--- config.mk ---
export PLATFORM = sky130hd
export DESIGN_NAME = dirw_ctrl
export DESIGN_NICKNAME = d
export VERILOG_FILES = /design/src/design/dirw_pkg.sv /design/src/design/dirw_ctrl.sv
export VERILOG_INCLUDE_DIRS = /design/src /design/src/design
export SDC_FILE = /design/constraint.sdc
export NUM_CORES = 1
export LEC_CHECK = 0
export BUFFER_PORTS_ARGS = -buffer_cell sky130_fd_sc_hd__buf_4
export CAP_MARGIN = 20
export CORE_AREA = 4 4 41 43
export CTS_CLUSTER_SIZE = 16
export DETAILED_ROUTE_END_ITERATION = 16
export DIE_AREA = 0 0 45 47
export RECOVER_POWER = 100
export REMOVE_ABC_BUFFERS = 1
export SKIP_CTS_REPAIR_TIMING = 1
export SYNTH_ARGS = -nofsm -noshare
export SYNTH_HDL_FRONTEND = slang
export SYNTH_SLANG_ARGS = --single-unit
--- constraint.sdc ---
create_clock -name clk -period 1.6 [get_ports clk]
set_input_delay 0.16 -clock clk [delete_from_list [all_inputs] [get_ports clk]]
set_output_delay 0.16 -clock clk [all_outputs]
set_load 0.05 [all_outputs]
--- src/design/assert_macros.svh ---
// ----------------------------------------------------------------------------
// assertion macros
// shared concurrent assertion forms, empty when SYNTHESIS is defined
// ----------------------------------------------------------------------------
`ifndef ASSERT_MACROS_SVH
`define ASSERT_MACROS_SVH

`ifndef SYNTHESIS

// property holds at every edge outside reset
`define DIRW_ASSERT(label, clk, rst, prop) \
  label: assert property (@(posedge clk) disable iff (rst) (prop)) \
    else $error("assertion failed");

// consequent holds in the cycle after the antecedent
`define DIRW_ASSERT_NEXT(label, clk, rst, ante, cons) \
  label: assert property (@(posedge clk) disable iff (rst) (ante) |=> (cons)) \
    else $error("assertion failed");

`else

`define DIRW_ASSERT(label, clk, rst, prop)
`define DIRW_ASSERT_NEXT(label, clk, rst, ante, cons)

`endif

`endif

--- src/design/dirw_pkg.sv ---
// ----------------------------------------------------------------------------
// dirw_pkg
// types, constants and codes shared by the row warp block
// ----------------------------------------------------------------------------
package dirw_pkg;

  localparam int MAX_WIDTH_DEF = 2048;

  localparam int COL_W      = 11;  // column counter and read column
  localparam int COLOR_W    = 24;
  localparam int DEPTH_W    = 8;
  localparam int BASE_W     = 11;
  localparam int IMG_W      = 12;
  localparam int WORD_W     = COLOR_W + DEPTH_W;
  localparam int PROD_W     = 20;  // (depth - far) * baseline
  localparam int DEN_W      = 9;   // near - far, signed
  localparam int NUM_MAG_W  = 18;  // magnitude of the product
  localparam int DIV_MAG_W  = 8;   // magnitude of the denominator
  localparam int QUO_W      = 19;  // signed shift
  localparam int TGT_W      = 20;  // signed target column
  localparam int DIV_CNT_W  = 5;

  localparam int CFG_IDX_W  = 2;
  localparam int CFG_DATA_W = 12;

  typedef enum logic [CFG_IDX_W-1:0] {
    CFG_DEPTH_NEAR  = 2'd0,
    CFG_DEPTH_FAR   = 2'd1,
    CFG_BASELINE    = 2'd2,
    CFG_IMAGE_WIDTH = 2'd3
  } cfg_idx_t;

  localparam logic [DEPTH_W-1:0] DEPTH_NEAR_RST  = 8'd255;
  localparam logic [DEPTH_W-1:0] DEPTH_FAR_RST   = 8'd0;
  localparam logic [BASE_W-1:0]  BASELINE_RST    = 11'd0;
  localparam logic [IMG_W-1:0]   IMAGE_WIDTH_RST = 12'd2048;

  typedef enum logic {
    FUNC_WARP = 1'b0,
    FUNC_READ = 1'b1
  } func_t;

  typedef struct packed {
    logic               func;
    logic [COLOR_W-1:0] pixel_color;
    logic [DEPTH_W-1:0] pixel_depth;
    logic               row_end;
    logic [COL_W-1:0]   read_column;
  } req_t;

  typedef struct packed {
    logic [COLOR_W-1:0] out_color;
    logic [DEPTH_W-1:0] out_depth;
    logic               is_hole;
  } rsp_t;

  typedef enum logic [3:0] {
    ST_CLEAR,
    ST_IDLE,
    ST_MUL,
    ST_DSTART,
    ST_DIV,
    ST_WLOOK,
    ST_WUPD,
    ST_RLOOK,
    ST_RDONE
  } state_t;

  typedef struct packed {
    logic capture;    // take the request payload
    logic clear_wr;   // write one zero slot of the reset sweep
    logic mul_load;   // register product and denominator
    logic div_start;  // start the divider
    logic tgt_load;   // register target column and range check
    logic wr_look;    // read the slot at the target
    logic wr_upd;     // depth test and store
    logic rd_look;    // read the slot at the read column
    logic rd_done;    // load the result and clear the slot
  } cmd_t;

  typedef struct packed {
    logic div_done;
    logic clear_last;
  } sts_t;

endpackage

--- src/design/dirw_ctrl.sv ---
// ----------------------------------------------------------------------------
// dirw_ctrl
// sequencer for reset sweep, warp and read items, and the result handshake
// ----------------------------------------------------------------------------
`include "assert_macros.svh"

module dirw_ctrl (
  input  logic             clk,
  input  logic             rst,
  input  logic             req_valid,
  input  logic             req_func,
  output logic             req_ready,
  output logic             rsp_valid,
  input  logic             rsp_ready,
  output dirw_pkg::cmd_t   cmd,
  input  dirw_pkg::sts_t   sts
);

  dirw_pkg::state_t state;
  dirw_pkg::state_t state_next;
  logic             rsp_valid_next;

  always_ff @(posedge clk) begin
    if (rst) begin
      state     <= dirw_pkg::ST_CLEAR;
      rsp_valid <= 1'b0;
    end else begin
      state     <= state_next;
      rsp_valid <= rsp_valid_next;
    end
  end

  always_comb begin
    state_next = state;
    cmd        = '0;
    req_ready  = 1'b0;
    unique case (state)
      dirw_pkg::ST_CLEAR: begin
        cmd.clear_wr = 1'b1;
        if (sts.clear_last) begin
          state_next = dirw_pkg::ST_IDLE;
        end
      end
      dirw_pkg::ST_IDLE: begin
        req_ready = 1'b1;
        if (req_valid) begin
          cmd.capture = 1'b1;
          state_next  = (req_func == dirw_pkg::FUNC_READ) ? dirw_pkg::ST_RLOOK
                                                          : dirw_pkg::ST_MUL;
        end
      end
      dirw_pkg::ST_MUL: begin
        cmd.mul_load = 1'b1;
        state_next   = dirw_pkg::ST_DSTART;
      end
      dirw_pkg::ST_DSTART: begin
        cmd.div_start = 1'b1;
        state_next    = dirw_pkg::ST_DIV;
      end
      dirw_pkg::ST_DIV: begin
        if (sts.div_done) begin
          cmd.tgt_load = 1'b1;
          state_next   = dirw_pkg::ST_WLOOK;
        end
      end
      dirw_pkg::ST_WLOOK: begin
        cmd.wr_look = 1'b1;
        state_next  = dirw_pkg::ST_WUPD;
      end
      dirw_pkg::ST_WUPD: begin
        cmd.wr_upd = 1'b1;
        state_next = dirw_pkg::ST_IDLE;
      end
      dirw_pkg::ST_RLOOK: begin
        cmd.rd_look = 1'b1;
        state_next  = dirw_pkg::ST_RDONE;
      end
      dirw_pkg::ST_RDONE: begin
        // hold until the output register is free or being emptied
        if (!rsp_valid || rsp_ready) begin
          cmd.rd_done = 1'b1;
          state_next  = dirw_pkg::ST_IDLE;
        end
      end
      default: begin
        state_next = dirw_pkg::ST_IDLE;
      end
    endcase
  end

  always_comb begin
    if (cmd.rd_done) begin
      rsp_valid_next = 1'b1;
    end else if (rsp_ready) begin
      rsp_valid_next = 1'b0;
    end else begin
      rsp_valid_next = rsp_valid;
    end
  end

  `DIRW_ASSERT(a_rise_from_read, clk, rst, !$rose(rsp_valid) || $past(state == dirw_pkg::ST_RDONE))
  `DIRW_ASSERT(a_div_idle_start, clk, rst, !cmd.div_start || sts.div_done)
  `DIRW_ASSERT(a_no_rsp_in_clear, clk, rst, (state != dirw_pkg::ST_CLEAR) || !rsp_valid)

endmodule

==> metrics <==
critical path peak fanout=4; area grow syn2layout=48.34%; CTS Sinks=5; min-delay src=rst; layout cell share with drive strength beyond 1=about 43%; leakage power=between 0.2 and 0.3 nW; DP Wirelength=roughly 700 um; r2r worst-path depth=4; Peak VDD IR=between 0.4 and 0.5 mV; wire length per cell=between 10 and 15 um; CTS root buf=clkbuf_4; CP required=1.44 ns; Synth top area share=about a quarter; post-synthesis cell count=48; Netlist cell types=24; final slew viol count=0; Synth Flop Type=dfxtp_1; Port Buf Inserts=17; outcome=finished, violations left; Worst slew margin=just over 60%; violated checks=setup timing; Comb power frac=61.8%; Hold EP=rsp_valid$_SDFFE_PP0P_; GRT Residual Overflow=0; num rows=13; antenna diode count=0; via density per instance=about 4.8; Initial Util=between 20 and 30%; worst reg-to-reg setup slack=between 0.2 and 0.25 ns; Synth area leader=dfxtp_1; CTS Buffer Depth=2; DIE WIDTH=between 40 and 50 um; Crit Path Class=reg2out; first-pass GRT wire length=roughly 1.5 mm; final WL=approximately 940 um; mapped cell area=~380 um^2; I/O pins=18; Synth Warn #=0; clk_skew=0.001313 ns; vias in the first global route=344; asr flop ratio synth=0%; First-pass DRT Iterations=4; Die Ht=47 um; Hold Crit Depth=2; Nets=a little under 80; number of synthesized flops with an enable pin=0; final hold violation count=0; CTS tree=yes; Final period util=101.4%; Yosys reg bits=5; total CTS buffers=3; Post-synth top cells=6 x nor2_1, 5 x dfxtp_1, 5 x nand2b_1, 5 x nor3_1; clock power share=roughly 18%; Net Sw Power=366.7 uW; routed via count=401; pwr dens=roughly 1400 mW/mm^2; Final Setup Violations=1; Setup TNS=-0.02255 ns; most common cell in the netlist=nor2_1; routability cong.=slightly below 0.8; worst r2r src=state[0]$_SDFFE_PP0P_; top cells by area, synth=dfxtp_1 26%, nand2b_1 8.3%, nor3_1 6.6%; initial antenna violation count=0; Hold Slack=0.1314 ns; Critical Path Source Type=register; max-cap viol count=0; fin crit period=roughly 1.6 ns; clock slew at reported path FFs=0.04 ns; ANT nets after route=0; CP endpoint kind=output pin; Worst-Skew Late Latency=between 0.2 and 0.25 ns; htree depth=1; DR iter-0 viols=3; Reg2Reg Capture Point=state[0]$_SDFFE_PP0P_; Reg power frac=around 20%; Pint=roughly 420 uW; CP Data Arrival Time=roughly 1.5 ns; synthesized area per cell=roughly 7.9 um^2; Net Sw Frac=between 40% and 50%; DRC=0; core area=about 0.0013 mm^2; HP Class=in2reg; RSZ-0062 raised after global routing=true; largest net degree at the start of global routing=14; total global-route track usage=under 10%; Slew @ Worst Pin=0.5919 ns; DIE AREA=about 0.0021 mm^2; Max Fclk=between 600 and 700 MHz; register area share after synthesis=26.49%; Setup WS post-layout=-0.02255 ns
-- how the worst max path moves through the flow --
stage                                from      to  slack, ns  cells after the start
finish              state[0]$_SDFFE_PP0P_  cmd[0]      -0.02                      3
global route        state[0]$_SDFFE_PP0P_  cmd[0]      -0.07                      3
CTS                 state[1]$_SDFFE_PP0P_  cmd[0]      -0.05                      3
detailed placement  state[1]$_SDFFE_PP0P_  cmd[0]       0.21                      3
global placement    state[1]$_SDFFE_PP0P_  cmd[0]       0.22                      3
floorplan           state[2]$_SDFFE_PP0P_  cmd[8]      -0.78                      3
-- registers in the layout, summed over array words and instances, names as in the netlist --
name	count
rsp_valid	1
state	4
-- placed cells by master (no fill, tap or decap), types with 2 or more instances in the layout --
| master | netlist | layout |
|---|---|---|
| clkbuf_1 | 0 | 2 |
| a21oi_1 | 3 | 3 |
| nor3_1 | 5 | 4 |
| inv_1 | 2 | 2 |
| and2b_1 | 2 | 2 |
| and3_1 | 2 | 2 |
| buf_4 | 1 | 20 |
| clkbuf_4 | 0 | 3 |
| dfxtp_1 | 5 | 4 |
| nor2_1 | 6 | 6 |
| nand2b_1 | 5 | 5 |
-- per-layer routing --
metal | share of wire [%] | track usage [%]
met1 | 44 | 12.07
met3 | 7.9 | 2.299
met2 | 48 | 14.97
met4 | 0 | 7.018
met5 | 0 | 0
-- critical path: stages (launching register included) --
cell     delay [ns]
dfxtp_2        0.31
or4b_4         0.54
and2b_1        0.22
buf_6          0.15
-- metrics by stage --
step | cells | worst slack (ns) | cell area [um^2] | power (mW) | util (%)
floorplan | 43 | -0.7810 | 344.1 | 0.4934 | -
global placement | 79 | 0.2168 | 520.5 | 0.6452 | 40.00
detailed placement | 79 | 0.2075 | 520.5 | 0.6438 | 40.00
CTS | 83 | -0.04930 | 546.8 | 0.7891 | 42.02
global route | 84 | -0.07347 | 560.5 | 0.8427 | 43.08
finish | 84 | -0.02255 | 560.5 | 0.7860 | 43.08
-- final cells by class --
cell class                      instances  area [um^2]
Inverter                                2        7.507
Clock buffer                            4        26.28
Fill cell                             148        740.7
Multi-Input combinational cell         36        241.5
Timing Repair Buffer                   22        165.2
Sequential cell                         5        101.3
Tap cell                               15        18.77
-- power by group through the flow --
stage	sequential [mW]	combinational [mW]	clock (mW)
floorplan	0.193	0.300	0
global route	0.162	0.519	0.161
finish	0.160	0.485	0.141
CTS	0.157	0.486	0.147
detailed placement	0.159	0.485	0
global placement	0.158	0.487	0
-- cells by family (layout without fill, tap and decap cells) --
| kind of cell | Yosys count | count (layout) | share of synthesized area, % |
|---|---|---|---|
| AO/OA/AOI/OAI | 9 | 9 | 19.21 |
| AND/OR/NAND/NOR | 25 | 25 | 37.75 |
| buffers and inverters | 7 | 28 | 10.93 |
| multiplexers | 2 | 2 | 5.629 |
| flip-flops | 5 | 5 | 26.49 |
Note: power is estimated with default switching activity, not from simulation.
